`src/rtl/dtp_pkg.sv`:
```
// Shared constants and codes of the deadline timer profiler.
package dtp_pkg;

    localparam int NUM_TIMERS    = 4;
    localparam int WINDOW_DEPTH  = 16;
    localparam int FRACTION_BITS = 8;

    localparam int OP_W      = 2;
    localparam int SLOT_W    = 2;
    localparam int KIND_W    = 2;
    localparam int TICK_W    = 32;
    localparam int MEAN_W    = 40;
    localparam int HORIZON_W = 5;
    localparam int MASK_W    = 4;
    localparam int CFG_IDX_W = 3;

    localparam int FILL_W      = $clog2(WINDOW_DEPTH + 1);
    localparam int OLD_W       = (WINDOW_DEPTH > 1) ? $clog2(WINDOW_DEPTH) : 1;
    localparam int TOTAL_W     = TICK_W + $clog2(WINDOW_DEPTH);
    localparam int DIVD_W      = TOTAL_W + FRACTION_BITS;
    localparam int STORE_DEPTH = NUM_TIMERS * WINDOW_DEPTH;

    localparam logic [OP_W-1:0] OP_TICK    = 2'd0;
    localparam logic [OP_W-1:0] OP_START   = 2'd1;
    localparam logic [OP_W-1:0] OP_STOP    = 2'd2;
    localparam logic [OP_W-1:0] OP_PROFILE = 2'd3;

    localparam logic [KIND_W-1:0] KIND_START   = 2'd0;
    localparam logic [KIND_W-1:0] KIND_STOP    = 2'd1;
    localparam logic [KIND_W-1:0] KIND_PROFILE = 2'd2;

    localparam logic [CFG_IDX_W-1:0] REG_HORIZON        = 3'd0;
    localparam logic [CFG_IDX_W-1:0] REG_DEADLINE_ZERO  = 3'd1;
    localparam logic [CFG_IDX_W-1:0] REG_DEADLINE_ONE   = 3'd2;
    localparam logic [CFG_IDX_W-1:0] REG_DEADLINE_TWO   = 3'd3;
    localparam logic [CFG_IDX_W-1:0] REG_DEADLINE_THREE = 3'd4;
    localparam logic [CFG_IDX_W-1:0] REG_PRESENT_MASK   = 3'd5;

endpackage

```
`src/rtl/dtp_ram.sv`:
```
// Generic single-write, single-read RAM with registered read data.
module dtp_ram #(
    parameter int WIDTH = 32,
    parameter int DEPTH = 64
) (
    input  logic                                        clk,
    input  logic                                        wr_en,
    input  logic [((DEPTH > 1) ? $clog2(DEPTH) : 1)-1:0] wr_addr,
    input  logic [WIDTH-1:0]                            wr_data,
    input  logic                                        rd_en,
    input  logic [((DEPTH > 1) ? $clog2(DEPTH) : 1)-1:0] rd_addr,
    output logic [WIDTH-1:0]                            rd_data
);

    logic [WIDTH-1:0] mem_reg [DEPTH];
    logic [WIDTH-1:0] rd_data_reg;

    always_ff @(posedge clk)
    begin
        if (wr_en)
        begin
            mem_reg[wr_addr] <= wr_data;
        end
        if (rd_en)
        begin
            rd_data_reg <= mem_reg[rd_addr];
        end
    end

    assign rd_data = rd_data_reg;

endmodule

```
`src/rtl/dtp_divider.sv`:
```
// Restoring divider, one quotient bit per cycle, for the window mean.
module dtp_divider (
    input  logic                        clk,
    input  logic                        rst_n,
    input  logic                        start,
    input  logic [dtp_pkg::DIVD_W-1:0]  dividend,
    input  logic [dtp_pkg::FILL_W-1:0]  divisor,
    output logic                        done,
    output logic [dtp_pkg::DIVD_W-1:0]  quotient
);
    import dtp_pkg::*;

    localparam int CNT_W = $clog2(DIVD_W + 1);

    logic [DIVD_W-1:0] work_reg, work_next;
    logic [FILL_W-1:0] rem_reg, rem_next;
    logic [FILL_W-1:0] divisor_reg, divisor_next;
    logic [CNT_W-1:0]  cnt_reg, cnt_next;
    logic              busy_reg, busy_next;
    logic              done_reg, done_next;
    logic [FILL_W:0]   trial;
    logic              fits;

    always_comb
    begin
        trial        = {rem_reg, work_reg[DIVD_W-1]};
        fits         = trial >= {1'b0, divisor_reg};
        work_next    = work_reg;
        rem_next     = rem_reg;
        divisor_next = divisor_reg;
        cnt_next     = cnt_reg;
        busy_next    = busy_reg;
        done_next    = 1'b0;
        if (start)
        begin
            work_next    = dividend;
            rem_next     = '0;
            divisor_next = divisor;
            cnt_next     = '0;
            busy_next    = 1'b1;
        end
        else if (busy_reg)
        begin
            work_next = {work_reg[DIVD_W-2:0], fits};
            rem_next  = fits ? FILL_W'(trial - {1'b0, divisor_reg}) : FILL_W'(trial);
            cnt_next  = cnt_reg + CNT_W'(1);
            if (cnt_reg == CNT_W'(DIVD_W - 1))
            begin
                busy_next = 1'b0;
                done_next = 1'b1;
            end
        end
    end

    always_ff @(posedge clk or negedge rst_n)
    begin
        if (!rst_n)
        begin
            busy_reg <= 1'b0;
            done_reg <= 1'b0;
            cnt_reg  <= '0;
        end
        else
        begin
            busy_reg <= busy_next;
            done_reg <= done_next;
            cnt_reg  <= cnt_next;
        end
    end

    always_ff @(posedge clk)
    begin
        work_reg    <= work_next;
        rem_reg     <= rem_next;
        divisor_reg <= divisor_next;
    end

    assign done     = done_reg;
    assign quotient = work_reg;

endmodule

```
`src/rtl/deadline_timer_profiler.sv`:
```
// Deadline timer profiler: timer slots, miss tracking and sliding window means.
// Tick gives no result; start and stop give their result in the cycle after they are accepted.
// Profile scans the slots in order; each present slot gets a window check, a drop of old entries
// (read, then subtract), a push, the bit-serial divider and a result; absent slots are skipped.
// The input is stalled while a profile runs or while a result waits to be taken.
// Reset initialises slot and control state, not result data or window memory; fill counts guard it.
module deadline_timer_profiler (
    input  logic                           clk,
    input  logic                           rst_n,
    input  logic                           cfg_valid,
    output logic                           cfg_ready,
    input  logic [dtp_pkg::CFG_IDX_W-1:0]  cfg_index,
    input  logic [dtp_pkg::TICK_W-1:0]     cfg_data,
    input  logic                           in_valid,
    output logic                           in_stall,
    input  logic [dtp_pkg::OP_W-1:0]       opcode,
    input  logic [dtp_pkg::SLOT_W-1:0]     timer_index,
    output logic                           out_valid,
    input  logic                           out_stall,
    output logic [dtp_pkg::KIND_W-1:0]     result_kind,
    output logic [dtp_pkg::SLOT_W-1:0]     slot_index,
    output logic                           ok,
    output logic                           deadline_missed,
    output logic [dtp_pkg::TICK_W-1:0]     miss_total,
    output logic [dtp_pkg::TICK_W-1:0]     latest_miss_ticks,
    output logic [dtp_pkg::TICK_W-1:0]     last_ticks,
    output logic [dtp_pkg::MEAN_W-1:0]     mean_ticks,
    output logic                           any_missed,
    output logic                           last
);
    import dtp_pkg::*;

    localparam int ADDR_W = (STORE_DEPTH > 1) ? $clog2(STORE_DEPTH) : 1;
    localparam int POS_W  = FILL_W + 1;
    localparam int ST_W   = 3;

    localparam logic [ST_W-1:0] ST_IDLE     = 3'd0;
    localparam logic [ST_W-1:0] ST_SCAN     = 3'd1;
    localparam logic [ST_W-1:0] ST_DROP_RD  = 3'd2;
    localparam logic [ST_W-1:0] ST_DROP_SUB = 3'd3;
    localparam logic [ST_W-1:0] ST_PUSH     = 3'd4;
    localparam logic [ST_W-1:0] ST_DIV      = 3'd5;
    localparam logic [ST_W-1:0] ST_OUT      = 3'd6;

    localparam logic [SLOT_W-1:0] LAST_SLOT = SLOT_W'(NUM_TIMERS - 1);

    logic [HORIZON_W-1:0] horizon_reg, horizon_next;
    logic [TICK_W-1:0]    deadline_reg [4];
    logic [TICK_W-1:0]    deadline_next [4];
    logic [MASK_W-1:0]    mask_reg, mask_next;

    logic [TICK_W-1:0]  now_reg, now_next;
    logic [TICK_W-1:0]  stamp_reg [NUM_TIMERS];
    logic [TICK_W-1:0]  stamp_next [NUM_TIMERS];
    logic               started_reg [NUM_TIMERS];
    logic               started_next [NUM_TIMERS];
    logic [TICK_W-1:0]  measured_reg [NUM_TIMERS];
    logic [TICK_W-1:0]  measured_next [NUM_TIMERS];
    logic               flag_reg [NUM_TIMERS];
    logic               flag_next [NUM_TIMERS];
    logic [TICK_W-1:0]  count_reg [NUM_TIMERS];
    logic [TICK_W-1:0]  count_next [NUM_TIMERS];
    logic [TICK_W-1:0]  latest_reg [NUM_TIMERS];
    logic [TICK_W-1:0]  latest_next [NUM_TIMERS];
    logic [FILL_W-1:0]  fill_reg [NUM_TIMERS];
    logic [FILL_W-1:0]  fill_next [NUM_TIMERS];
    logic [OLD_W-1:0]   oldest_reg [NUM_TIMERS];
    logic [OLD_W-1:0]   oldest_next [NUM_TIMERS];
    logic [TOTAL_W-1:0] total_reg [NUM_TIMERS];
    logic [TOTAL_W-1:0] total_next [NUM_TIMERS];

    logic [ST_W-1:0]   state_reg, state_next;
    logic [SLOT_W-1:0] slot_reg, slot_next;
    logic [MEAN_W-1:0] avg_reg, avg_next;

    logic              ov_reg, ov_next;
    logic [KIND_W-1:0] okind_reg, okind_next;
    logic [SLOT_W-1:0] oslot_reg, oslot_next;
    logic              ook_reg, ook_next;
    logic              omiss_reg, omiss_next;
    logic [TICK_W-1:0] ototal_reg, ototal_next;
    logic [TICK_W-1:0] olatest_reg, olatest_next;
    logic [TICK_W-1:0] olastt_reg, olastt_next;
    logic [MEAN_W-1:0] omean_reg, omean_next;
    logic              oany_reg, oany_next;
    logic              olast_reg, olast_next;

    logic [NUM_TIMERS-1:0] exists;
    logic                  later_exists;
    logic                  any_flag;
    logic                  in_fire;
    logic                  out_free;
    logic                  slot_valid;
    logic [FILL_W-1:0]     h_eff;
    logic [POS_W-1:0]      pos_sum;
    logic [OLD_W-1:0]      pos;
    logic [OLD_W-1:0]      oldest_inc;
    logic [TICK_W-1:0]     elapsed;
    logic [TOTAL_W-1:0]    pushed_total;

    logic               ram_wr_en;
    logic               ram_rd_en;
    logic [ADDR_W-1:0]  ram_wr_addr;
    logic [ADDR_W-1:0]  ram_rd_addr;
    logic [TICK_W-1:0]  ram_rd_data;
    logic               div_start;
    logic               div_done;
    logic [DIVD_W-1:0]  div_quot;

    dtp_ram #(
        .WIDTH (TICK_W),
        .DEPTH (STORE_DEPTH)
    ) u_window_ram (
        .clk     (clk),
        .wr_en   (ram_wr_en),
        .wr_addr (ram_wr_addr),
        .wr_data (measured_reg[slot_reg]),
        .rd_en   (ram_rd_en),
        .rd_addr (ram_rd_addr),
        .rd_data (ram_rd_data)
    );

    dtp_divider u_divider (
        .clk      (clk),
        .rst_n    (rst_n),
        .start    (div_start),
        .dividend ({pushed_total, FRACTION_BITS'(0)}),
        .divisor  (fill_reg[slot_reg] + FILL_W'(1)),
        .done     (div_done),
        .quotient (div_quot)
    );

    assign cfg_ready = 1'b1;
    assign out_free  = !ov_reg || !out_stall;
    assign in_stall  = (state_reg != ST_IDLE) || (ov_reg && out_stall);
    assign in_fire   = in_valid && !in_stall;

    always_comb
    begin
        later_exists = 1'b0;
        any_flag     = 1'b0;
        for (int i = 0; i < NUM_TIMERS; i++)
        begin
            exists[i] = started_reg[i] || mask_reg[i];
            if (exists[i] && (i > int'(slot_reg)))
            begin
                later_exists = 1'b1;
            end
            if (exists[i] && flag_reg[i])
            begin
                any_flag = 1'b1;
            end
        end
    end

    always_comb
    begin
        if (horizon_reg == '0)
        begin
            h_eff = FILL_W'(1);
        end
        else if (int'(horizon_reg) > WINDOW_DEPTH)
        begin
            h_eff = FILL_W'(WINDOW_DEPTH);
        end
        else
        begin
            h_eff = FILL_W'(horizon_reg);
        end
        pos_sum = POS_W'(oldest_reg[slot_reg]) + POS_W'(fill_reg[slot_reg]);
        if (pos_sum >= POS_W'(WINDOW_DEPTH))
        begin
            pos = OLD_W'(pos_sum - POS_W'(WINDOW_DEPTH));
        end
        else
        begin
            pos = OLD_W'(pos_sum);
        end
        if (oldest_reg[slot_reg] == OLD_W'(WINDOW_DEPTH - 1))
        begin
            oldest_inc = '0;
        end
        else
        begin
            oldest_inc = oldest_reg[slot_reg] + OLD_W'(1);
        end
        ram_wr_addr  = ADDR_W'(slot_reg) * ADDR_W'(WINDOW_DEPTH) + ADDR_W'(pos);
        ram_rd_addr  = ADDR_W'(slot_reg) * ADDR_W'(WINDOW_DEPTH)
                       + ADDR_W'(oldest_reg[slot_reg]);
        pushed_total = total_reg[slot_reg] + TOTAL_W'(measured_reg[slot_reg]);
        slot_valid   = int'(timer_index) < NUM_TIMERS;
        elapsed      = now_reg - stamp_reg[timer_index];
    end

    always_comb
    begin
        horizon_next  = horizon_reg;
        deadline_next = deadline_reg;
        mask_next     = mask_reg;
        now_next      = now_reg;
        stamp_next    = stamp_reg;
        started_next  = started_reg;
        measured_next = measured_reg;
        flag_next     = flag_reg;
        count_next    = count_reg;
        latest_next   = latest_reg;
        fill_next     = fill_reg;
        oldest_next   = oldest_reg;
        total_next    = total_reg;
        state_next    = state_reg;
        slot_next     = slot_reg;
        avg_next      = avg_reg;
        ram_wr_en     = 1'b0;
        ram_rd_en     = 1'b0;
        div_start     = 1'b0;

        ov_next      = ov_reg && out_stall;
        okind_next   = okind_reg;
        oslot_next   = oslot_reg;
        ook_next     = ook_reg;
        omiss_next   = omiss_reg;
        ototal_next  = ototal_reg;
        olatest_next = olatest_reg;
        olastt_next  = olastt_reg;
        omean_next   = omean_reg;
        oany_next    = oany_reg;
        olast_next   = olast_reg;

        if (cfg_valid)
        begin
            case (cfg_index)
                REG_HORIZON:        horizon_next     = HORIZON_W'(cfg_data);
                REG_DEADLINE_ZERO:  deadline_next[0] = cfg_data;
                REG_DEADLINE_ONE:   deadline_next[1] = cfg_data;
                REG_DEADLINE_TWO:   deadline_next[2] = cfg_data;
                REG_DEADLINE_THREE: deadline_next[3] = cfg_data;
                REG_PRESENT_MASK:   mask_next        = MASK_W'(cfg_data);
                default:            ;
            endcase
        end

        case (state_reg)
            ST_IDLE:
            begin
                if (in_fire)
                begin
                    okind_next   = KIND_START;
                    oslot_next   = timer_index;
                    ook_next     = 1'b0;
                    omiss_next   = 1'b0;
                    ototal_next  = '0;
                    olatest_next = '0;
                    olastt_next  = '0;
                    omean_next   = '0;
                    oany_next    = 1'b0;
                    olast_next   = 1'b1;
                    case (opcode)
                        OP_TICK:
                        begin
                            now_next = now_reg + TICK_W'(1);
                        end
                        OP_START:
                        begin
                            ov_next = 1'b1;
                            if (slot_valid)
                            begin
                                stamp_next[timer_index]   = now_reg;
                                started_next[timer_index] = 1'b1;
                                flag_next[timer_index]    = 1'b0;
                                ook_next     = 1'b1;
                                ototal_next  = count_reg[timer_index];
                                olatest_next = latest_reg[timer_index];
                                olastt_next  = measured_reg[timer_index];
                            end
                        end
                        OP_STOP:
                        begin
                            ov_next    = 1'b1;
                            okind_next = KIND_STOP;
                            if (slot_valid && exists[timer_index])
                            begin
                                measured_next[timer_index] = elapsed;
                                ook_next     = 1'b1;
                                omiss_next   = flag_reg[timer_index];
                                ototal_next  = count_reg[timer_index];
                                olatest_next = latest_reg[timer_index];
                                olastt_next  = elapsed;
                                if (elapsed > deadline_reg[timer_index])
                                begin
                                    flag_next[timer_index]   = 1'b1;
                                    latest_next[timer_index] = elapsed;
                                    omiss_next   = 1'b1;
                                    olatest_next = elapsed;
                                    if (count_reg[timer_index] != '1)
                                    begin
                                        count_next[timer_index] =
                                            count_reg[timer_index] + TICK_W'(1);
                                        ototal_next = count_reg[timer_index] + TICK_W'(1);
                                    end
                                end
                            end
                        end
                        default:
                        begin
                            okind_next = KIND_PROFILE;
                            if (exists == '0)
                            begin
                                ov_next    = 1'b1;
                                oslot_next = '0;
                            end
                            else
                            begin
                                slot_next  = '0;
                                state_next = ST_SCAN;
                            end
                        end
                    endcase
                end
            end
            ST_SCAN:
            begin
                if (exists[slot_reg])
                begin
                    state_next = ST_DROP_RD;
                end
                else if (slot_reg == LAST_SLOT)
                begin
                    state_next = ST_IDLE;
                end
                else
                begin
                    slot_next = slot_reg + SLOT_W'(1);
                end
            end
            ST_DROP_RD:
            begin
                if (fill_reg[slot_reg] >= h_eff)
                begin
                    ram_rd_en  = 1'b1;
                    state_next = ST_DROP_SUB;
                end
                else
                begin
                    state_next = ST_PUSH;
                end
            end
            ST_DROP_SUB:
            begin
                total_next[slot_reg]  = total_reg[slot_reg] - TOTAL_W'(ram_rd_data);
                oldest_next[slot_reg] = oldest_inc;
                fill_next[slot_reg]   = fill_reg[slot_reg] - FILL_W'(1);
                state_next            = ST_DROP_RD;
            end
            ST_PUSH:
            begin
                ram_wr_en            = 1'b1;
                div_start            = 1'b1;
                total_next[slot_reg] = pushed_total;
                fill_next[slot_reg]  = fill_reg[slot_reg] + FILL_W'(1);
                state_next           = ST_DIV;
            end
            ST_DIV:
            begin
                if (div_done)
                begin
                    avg_next   = MEAN_W'(div_quot);
                    state_next = ST_OUT;
                end
            end
            ST_OUT:
            begin
                if (out_free)
                begin
                    ov_next      = 1'b1;
                    okind_next   = KIND_PROFILE;
                    oslot_next   = slot_reg;
                    ook_next     = 1'b1;
                    omiss_next   = flag_reg[slot_reg];
                    ototal_next  = count_reg[slot_reg];
                    olatest_next = latest_reg[slot_reg];
                    olastt_next  = measured_reg[slot_reg];
                    omean_next   = avg_reg;
                    oany_next    = !later_exists && any_flag;
                    olast_next   = !later_exists;
                    if (later_exists)
                    begin
                        slot_next  = slot_reg + SLOT_W'(1);
                        state_next = ST_SCAN;
                    end
                    else
                    begin
                        state_next = ST_IDLE;
                    end
                end
            end
            default:
            begin
                state_next = ST_IDLE;
            end
        endcase
    end

    always_ff @(posedge clk or negedge rst_n)
    begin
        if (!rst_n)
        begin
            horizon_reg <= HORIZON_W'(16);
            for (int i = 0; i < 4; i++)
            begin
                deadline_reg[i] <= '1;
            end
            mask_reg  <= '0;
            now_reg   <= '0;
            for (int i = 0; i < NUM_TIMERS; i++)
            begin
                stamp_reg[i]    <= '0;
                started_reg[i]  <= 1'b0;
                measured_reg[i] <= '0;
                flag_reg[i]     <= 1'b0;
                count_reg[i]    <= '0;
                latest_reg[i]   <= '0;
                fill_reg[i]     <= '0;
                oldest_reg[i]   <= '0;
                total_reg[i]    <= '0;
            end
            state_reg <= ST_IDLE;
            slot_reg  <= '0;
            ov_reg    <= 1'b0;
        end
        else
        begin
            horizon_reg  <= horizon_next;
            deadline_reg <= deadline_next;
            mask_reg     <= mask_next;
            now_reg      <= now_next;
            stamp_reg    <= stamp_next;
            started_reg  <= started_next;
            measured_reg <= measured_next;
            flag_reg     <= flag_next;
            count_reg    <= count_next;
            latest_reg   <= latest_next;
            fill_reg     <= fill_next;
            oldest_reg   <= oldest_next;
            total_reg    <= total_next;
            state_reg    <= state_next;
            slot_reg     <= slot_next;
            ov_reg       <= ov_next;
        end
    end

    always_ff @(posedge clk)
    begin
        avg_reg     <= avg_next;
        okind_reg   <= okind_next;
        oslot_reg   <= oslot_next;
        ook_reg     <= ook_next;
        omiss_reg   <= omiss_next;
        ototal_reg  <= ototal_next;
        olatest_reg <= olatest_next;
        olastt_reg  <= olastt_next;
        omean_reg   <= omean_next;
        oany_reg    <= oany_next;
        olast_reg   <= olast_next;
    end

    assign out_valid         = ov_reg;
    assign result_kind       = okind_reg;
    assign slot_index        = oslot_reg;
    assign ok                = ook_reg;
    assign deadline_missed   = omiss_reg;
    assign miss_total        = ototal_reg;
    assign latest_miss_ticks = olatest_reg;
    assign last_ticks        = olastt_reg;
    assign mean_ticks        = omean_reg;
    assign any_missed        = oany_reg;
    assign last              = olast_reg;

endmodule

```
`config.mk`:
```
export PLATFORM = sky130hd
export DESIGN_NAME = deadline_timer_profiler
export DESIGN_NICKNAME = d
export VERILOG_FILES = /design/src/rtl/dtp_pkg.sv /design/src/rtl/dtp_ram.sv /design/src/rtl/dtp_divider.sv /design/src/rtl/deadline_timer_profiler.sv
export SDC_FILE = /design/constraint.sdc
export NUM_CORES = 2
export LEC_CHECK = 0
export BUFFER_PORTS_ARGS = -buffer_cell sky130_fd_sc_hd__buf_2
export CORE_AREA = 2 2 679 681
export DETAILED_ROUTE_END_ITERATION = 16
export DIE_AREA = 0 0 681 683
export PLACE_DENSITY = 0.44
export SYNTH_ARGS = -nofsm -noshare
export SYNTH_HDL_FRONTEND = slang
export SYNTH_SLANG_ARGS = --single-unit
```
`constraint.sdc`:
```
create_clock -name clk -period 8.3 [get_ports clk]
set_input_delay 0.83 -clock clk [delete_from_list [all_inputs] [get_ports clk]]
set_output_delay 0.83 -clock clk [all_outputs]
set_load 0.03 [all_outputs]
```
== Yosys cells after proc, flatten, opt, wreduce, memory -nomap -nowiden ==
Memory sizes are Yosys's and may differ from the RTL's. A register that Yosys moved wholly into a read port is not among the register bits.
Cells that the tools add are included.

* $add $sub $neg: 15
* Bitwise operators: 6
* Muxes and demuxes: 164
* $lt $le $gt $ge: 14
* Reduce and logical (&&, ||, !) cells: 52
* Equality and inequality tests: 28

{| class="wikitable"
|+ Operators by type and width
! operator !! count
|-
| 2-to-1 mux 32 bit || 29
|-
| binary-select mux 32 bit (select 2 bit) || 8
|-
| bitwise mux 128 bit || 4
|-
| case mux 32 bit (2 select lines) || 6
|-
| bitwise mux 144 bit || 2
|-
| case mux 144 bit (2 select lines) || 1
|-
| 2-to-1 mux 36 bit || 3
|-
| 2-to-1 mux 44 bit || 2
|-
| 2-to-1 mux 40 bit || 2
|-
| case mux 40 bit (2 select lines) || 1
|-
| binary-select mux 36 bit (select 2 bit) || 1
|-
| demux 36 bit (select 2 bit) || 1
|-
| adder 32 x 1 -> 32 bit, second input constant || 2
|-
| demux 32 bit (select 2 bit) || 1
|-
| 2-to-1 mux 1 bit || 41
|-
| bitwise mux 20 bit || 2
|-
| case mux 20 bit (2 select lines) || 1
|-
| adder 36 x 32 -> 36 bit || 1
|-
| subtractor 36 x 32 -> 36 bit || 1
|-
| greater-than comparator 32 bit || 1
|-
| != test 32 bit, second input constant || 1
|-
| subtractor 32 bit || 1
|-
| 2-to-1 mux 5 bit || 6
|-
| 2-to-1 mux 4 bit || 7
|-
| other kinds (64) || 154
|}

* RAM bits: 2048
* Register bits: 1121
* Memories kept: 1
* Word-level logic and storage cells: 344
* Input bits: 44
* Output and inout bits: 147

{| class="wikitable"
|+ Memories
! memory !! depth !! bits a word !! rd ports !! clocked after memory_dff !! write ports !! line !! text
|-
| u_window_ram.mem_reg || 64 || 32 || 1 || 1 || 1 || dtp_ram.sv:15 || <nowiki>logic [WIDTH-1:0] mem_reg [DEPTH];</nowiki>
|}

== Longest topological paths before layout ==
* Depth in word-level cells: 11
* Mapped depth: 34
* Gate-level depth less buffers: 24

== Cells and area by module ==
From an unflattened synthesis, not the netlist that was laid out.

* Cells, all modules: 8530
* Area, all modules: 137220.4 µm²

{| class="wikitable"
|+ Modules (own cells, without submodules)
! module !! times used !! sequential area each (µm²) !! cells an instance !! area each (µm²)
|-
| dtp_ram || 1 || 62459.9 || 3511 || 79359.9
|-
| deadline_timer_profiler || 1 || 27582.7 || 4830 || 55062.8
|-
| dtp_divider || 1 || 1771.7 || 189 || 2797.7
|}

== Worst setup path after synthesis ==
Ideal clock, no wire load.

* Kind: input to register
* From: input port timer_index[0] (netlist bit)
* To: register olatest_reg[20], in the netlist latest_miss_ticks[20] (data pin)
* Library setup time: 0.267 ns
* Arrival time: 7.500 ns
* Required time: 8.033 ns
* Path buffers: 9
* Slack: 0.533 ns
* Stages on the path: 32
* Path through: buf_6 > buf_8 > buf_8 > buf_2 > buf_2 > clkbuf_1 > mux4_2 > ha_1 > fa_1 > nor2b_1 > o21a_1 > o21ai_1 > a31oi_1 > a31oi_1 > o221a_2 > a31o_2 > o21ai_1 > xnor2_1 > clkbuf_1 > inv_1 > ha_1 > nand4_1 > nor2_1 > nand4_1 > or3_1 > o22ai_1 > buf_2 > o21bai_2 > and2_1 > buf_2 > a22oi_1 > o21ai_0

* Longest elaborated chain between the ends: 11
* Elaborated cells between the ends (all ways): 19
* Classes of those cells: add/sub: 1; order compare: 1; mux: 16; bitwise: 1

{| class="wikitable"
|+ RTL lines
! element !! line !! text
|-
| from (decl) || deadline_timer_profiler.sv:17 || <nowiki>input logic [dtp_pkg::SLOT_W-1:0] timer_index,</nowiki>
|-
| NOT 2 -> 3 bit (not written as such) || deadline_timer_profiler.sv:192 || <nowiki>elapsed = now_reg - stamp_reg[timer_index];</nowiki>
|-
| binary-select mux 32 bit (select 2 bit) || deadline_timer_profiler.sv:192 ||
|-
| 2-to-1 mux 32 bit (not written as such) (2 in series) || deadline_timer_profiler.sv:192 ||
|-
| subtractor 32 bit || deadline_timer_profiler.sv:192 ||
|-
| via elapsed[30] || deadline_timer_profiler.sv:98 || <nowiki>logic [TICK_W-1:0] elapsed;</nowiki>
|-
| greater-than comparator 32 bit || deadline_timer_profiler.sv:288 || <nowiki>if (elapsed > deadline_reg[timer_index])</nowiki>
|-
| 2-to-1 mux 32 bit || deadline_timer_profiler.sv:288 ||
|-
| 2-to-1 mux 32 bit || deadline_timer_profiler.sv:280 || <nowiki>if (slot_valid && exists[timer_index])</nowiki>
|-
| case mux 32 bit (2 select lines) || deadline_timer_profiler.sv:257 || <nowiki>case (opcode)</nowiki>
|-
| 2-to-1 mux 32 bit || deadline_timer_profiler.sv:245 || <nowiki>if (in_fire)</nowiki>
|-
| case mux 32 bit (2 select lines) || deadline_timer_profiler.sv:242 || <nowiki>case (state_reg)</nowiki>
|-
| via olatest_next[20] || deadline_timer_profiler.sv:82 || <nowiki>logic [TICK_W-1:0] olatest_reg, olatest_next;</nowiki>
|-
| to (signal assigned) || deadline_timer_profiler.sv:459 || <nowiki>olatest_reg <= olatest_next;</nowiki>
|-
| to (decl) || deadline_timer_profiler.sv:82 ||
|}

The timed path passes the listed nets, and every way through them passes these cells. The select of a mux whose other input is x is not followed.
A chain may end at the register's enable or synchronous reset.

== Worst setup path in the final report ==
* From: register stamp_reg[96] (netlist bit)
* To: register count_reg[55] (netlist bit)

* Longest elaborated chain between the ends: 6

{| class="wikitable"
|+ RTL lines
! element !! line !! text
|-
| from (decl) || deadline_timer_profiler.sv:53 || <nowiki>logic [TICK_W-1:0] stamp_reg [NUM_TIMERS];</nowiki>
|-
| from (signal assigned) || deadline_timer_profiler.sv:436 || <nowiki>stamp_reg <= stamp_next;</nowiki>
|-
| binary-select mux 32 bit (select 2 bit) || deadline_timer_profiler.sv:192 ||
|-
| 2-to-1 mux 32 bit (not written as such) (2 in series) || deadline_timer_profiler.sv:192 ||
|-
| subtractor 32 bit || deadline_timer_profiler.sv:192 ||
|-
| greater-than comparator 32 bit || deadline_timer_profiler.sv:288 ||
|-
| AND reduction 6 bit (no line) || -- ||
|-
| to (signal assigned) || deadline_timer_profiler.sv:440 || <nowiki>count_reg <= count_next;</nowiki>
|-
| to (decl) || deadline_timer_profiler.sv:61 || <nowiki>logic [TICK_W-1:0] count_reg [NUM_TIMERS];</nowiki>
|}

No other way between the ends. The select of a mux whose other input is x is not followed.

==> out/metrics.cfg <==
[placed_design]
gpl_wtd_cong=0.837
place.port_buffers=189
dpl-instance-area_um2=147000
placed_cells=14700
detailed_place_hpwl_mm=270
place_ws_ps=464

[cts]
clock_tree.root_cell=sky130_fd_sc_hd__clkbuf_16
cts-buffers-inserted=366
clk_pin_slew_worst_paths_ps=60
cts_tree=built
post-cts-setup-buffers=0
cts_max_path_buffers=4
cts_sinks=3201
worstSkewPairLatency_ps=960
clock_tree.htree_level_count=5
ctsResizeCount=0

[job]
maxCapViolations=0

[grt]
overall_global_routing_resource_usage=0.185
grt_first_pass_wirelength_mm=620
antenna_found_initial=31
grt.overflow.total=0
grt_start_max_net_pins=169
vias_in_the_first_global_route=81500

[pwr]
share_of_power_burned_in_registers=0.339
static-leakage-power_nw=56.6
totalPowerFinal_mw=66.0
net-switching-power_mw=26.3
pwr-share-comb=0.422
cellInternalPower_mw=39.7
power_per_cell_area_nw_per_um2=417
power.switching_fraction=0.399
share_clk_of_total_power=0.238
max-vdd-ir-drop_v=0.000349

[sta]
layout_setup_ws_ps=1280
fin_worst_hold_slack_ps=157
slew_headroom=0.0304
finClkSkew_ps=60.1
finalSetupViolCount=0
rsz_0062_raised_after_global_routing=no
setup_total_negative_slack_ps=0
achievable-frequency_mhz=143
final-max-slew-violation-count=0
min_period_ps=7020
final-hold-violation-count=0
max_slew.worst_pin.slew_ps=1440
layout_worst_path_cycle_share=0.845

[synthesis]
ys.warnings.count=0
mappedNetlistNets=8792
ys_seq_area_frac=0.670
mean_syn_cell_area_um2=16.0
synth_edf_count=2305
yosys_most_used_dff=sky130_fd_sc_hd__edfxtp_1
asyncSetResetFlopFracSynth=0.276
synth-seq-cells=3201
netlist_instances=8588
yosysUniqueCellTypes=98
post_synth_instance_area_um2=137000

[critical_path]
timing.reg2reg.setup_slack_ps=1280
critical_path_cell_with_the_highest_stage_delay=sky130_fd_sc_hd__nor2_4
cp-start-kind=flip-flop
timing.critical_path.required_ps=9150
r2r-start=stamp_reg[96]
cp_max_fo=37
cpPeakStageDelay_ps=830
r2r_end=count_reg[55]
worst_setup_path_startpoint=stamp_reg[96]
timing.reg2reg.worst_path_depth=26
worstSetupEndpoint=count_reg[55]
critical_path_class=flip-flop to flip-flop
timing.critical_path.mode_cell=sky130_fd_sc_hd__buf_4
setup.worst_path.end_class=flip-flop
worst_ep_arrival_time_ps=7870

[die]
die_x_um=681
floorplan.die_area_um2=465000
initial_utilization=0.299
placementRows=249
ios=191
dieHeight_um=683
coreArea_um2=458000

[final_layout]
layout_commonest_cell=sky130_fd_sc_hd__edfxtp_1
commonest_cells_after_routing_fill_and_taps_aside=sky130_fd_sc_hd__edfxtp_1 (2305), sky130_fd_sc_hd__nand2_1 (869), sky130_fd_sc_hd__dfrtp_1 (752)
drive_above_1_share=0.252
area.growth.synth_to_final_pct=15.6
final_cells=15400
finish.net_count=9133
final_core_util=0.346
largest_reg_flops=2048
layout.cell_area.non_filler_um2=158000

[outcome]
run_status=complete, no violations

[routing]
iteration_count_of_the_initial_detailed_routing_pass=6
post-route-drc-count=0
route.detailed.vias_per_inst=5.19
drtIter0Drc=7589
vias=79900
route.detailed.wl_per_inst_um=28.4
drtAntennaViolNets=0
wl_mm=437

[hold_path]
hold_path_depth=2
timing.hold.worst.class=input port to flip-flop

[power by group through the flow]
| stage | registers, mW | logic [mW] | clock network [mW] |
|---|---|---|---|
| final | 22.4 | 27.9 | 15.7 |
| after global placement | 22.6 | 27.7 | 0 |
| after detailed placement | 22.7 | 28.0 | 0 |
| after CTS | 22.4 | 28.1 | 16.1 |
| after global routing | 22.6 | 29.7 | 16.7 |
| after floorplan | 22.6 | 16.4 | 0 |
[worst min-delay path by stage]
stage                                start                 to  slack [ps]
global placement    u_divider.quotient[22]        avg_reg[22]         440
CTS                           cfg_data[27]   deadline_reg[27]          80
floorplan           u_divider.quotient[20]        avg_reg[20]         430
detailed placement  u_divider.quotient[22]        avg_reg[22]         440
global route                  cfg_data[27]  deadline_reg[123]         120
finish                        cfg_data[27]   deadline_reg[27]         160
[synth_stat cells (22+ instances only)]
library cell | instances | area share
sky130_fd_sc_hd__clkbuf_1 | 273 | 0.0075
sky130_fd_sc_hd__o21bai_1 | 25 | 0.0014
sky130_fd_sc_hd__nor3_1 | 68 | 0.0025
sky130_fd_sc_hd__o22a_1 | 24 | 0.0015
sky130_fd_sc_hd__a22o_1 | 22 | 0.0014
sky130_fd_sc_hd__buf_4 | 42 | 0.0023
sky130_fd_sc_hd__xnor2_1 | 104 | 0.0066
sky130_fd_sc_hd__o22ai_1 | 48 | 0.0022
sky130_fd_sc_hd__nor2b_1 | 24 | 0.0011
sky130_fd_sc_hd__a22oi_1 | 86 | 0.0047
sky130_fd_sc_hd__dfstp_2 | 129 | 0.025
sky130_fd_sc_hd__mux2i_1 | 218 | 0.016
sky130_fd_sc_hd__o21ai_0 | 590 | 0.022
sky130_fd_sc_hd__a21oi_1 | 285 | 0.010
sky130_fd_sc_hd__dfrtp_1 | 754 | 0.14
sky130_fd_sc_hd__and3_1 | 48 | 0.0022
sky130_fd_sc_hd__inv_1 | 167 | 0.0046
sky130_fd_sc_hd__nand4_1 | 31 | 0.0014
sky130_fd_sc_hd__nand2_1 | 883 | 0.024
sky130_fd_sc_hd__nor2_1 | 296 | 0.0081
sky130_fd_sc_hd__buf_1 | 70 | 0.0019
sky130_fd_sc_hd__a31oi_1 | 48 | 0.0022
sky130_fd_sc_hd__mux4_2 | 753 | 0.12
sky130_fd_sc_hd__edfxtp_1 | 2305 | 0.51
sky130_fd_sc_hd__and2_1 | 63 | 0.0029
sky130_fd_sc_hd__o221ai_1 | 62 | 0.0040
sky130_fd_sc_hd__buf_2 | 104 | 0.0038
sky130_fd_sc_hd__nand2b_1 | 23 | 0.0011
sky130_fd_sc_hd__o211ai_1 | 24 | 0.0013
sky130_fd_sc_hd__xor2_1 | 74 | 0.0047
sky130_fd_sc_hd__nand3_1 | 86 | 0.0031
sky130_fd_sc_hd__o21a_1 | 29 | 0.0016
sky130_fd_sc_hd__mux2_2 | 296 | 0.024
sky130_fd_sc_hd__o21ai_1 | 39 | 0.0014
sky130_fd_sc_hd__ha_1 | 155 | 0.014
sky130_fd_sc_hd__a221oi_1 | 39 | 0.0025
sky130_fd_sc_hd__a21o_1 | 73 | 0.0040
[per-layer routing]
metal  part of all wire  routed length [um]  GRT usage  vias up
met5           0.000048                  21          0        -
met4              0.032               14100     0.0565        4
met1               0.44              191000      0.254    42700
li1                   -                   -          -    34200
met2               0.48              209000      0.304     2438
met3              0.054               23600     0.0247      592
[final cells by class]
class,instances,area [um2]
clock buffers,485,9980
inverters,172,662
repair buffers,485,3710
fillers,43700,300000
well taps,6149,7690
clock inverters,184,1560
flip-flops and latches,3201,91700
multi-input cells,4703,43000
diodes,20,50.0
[critical path, delay by kind of cell (launching register included)]
family          cells  cell delay [ps]
compound gates      7              980
mux                 1              470
fa+ha+maj           3             1050
flops               1              380
simple gates       11             2610
xor+xnor            1              620
buf+inv             3              770
[logic make-up (layout without fill, tap and decap cells)]
logic type,Yosys count,count (layout),share of synthesized area
xor+xnor,179,179,0.0115
other cells,1,21,0.0000274
compound gates,1510,1510,0.0676
fa+ha+maj,160,160,0.0149
simple gates,1586,1586,0.0503
mux,1267,1267,0.164
buf+inv,684,1326,0.0220
flops,3201,3201,0.670
[what timing repair did]
action,CTS,global route
hold endpoints to repair,26,0
hold buffers,1,0
setup endpoints to repair,0,0
No activity file was read; power rests on OpenSTA's default activity.
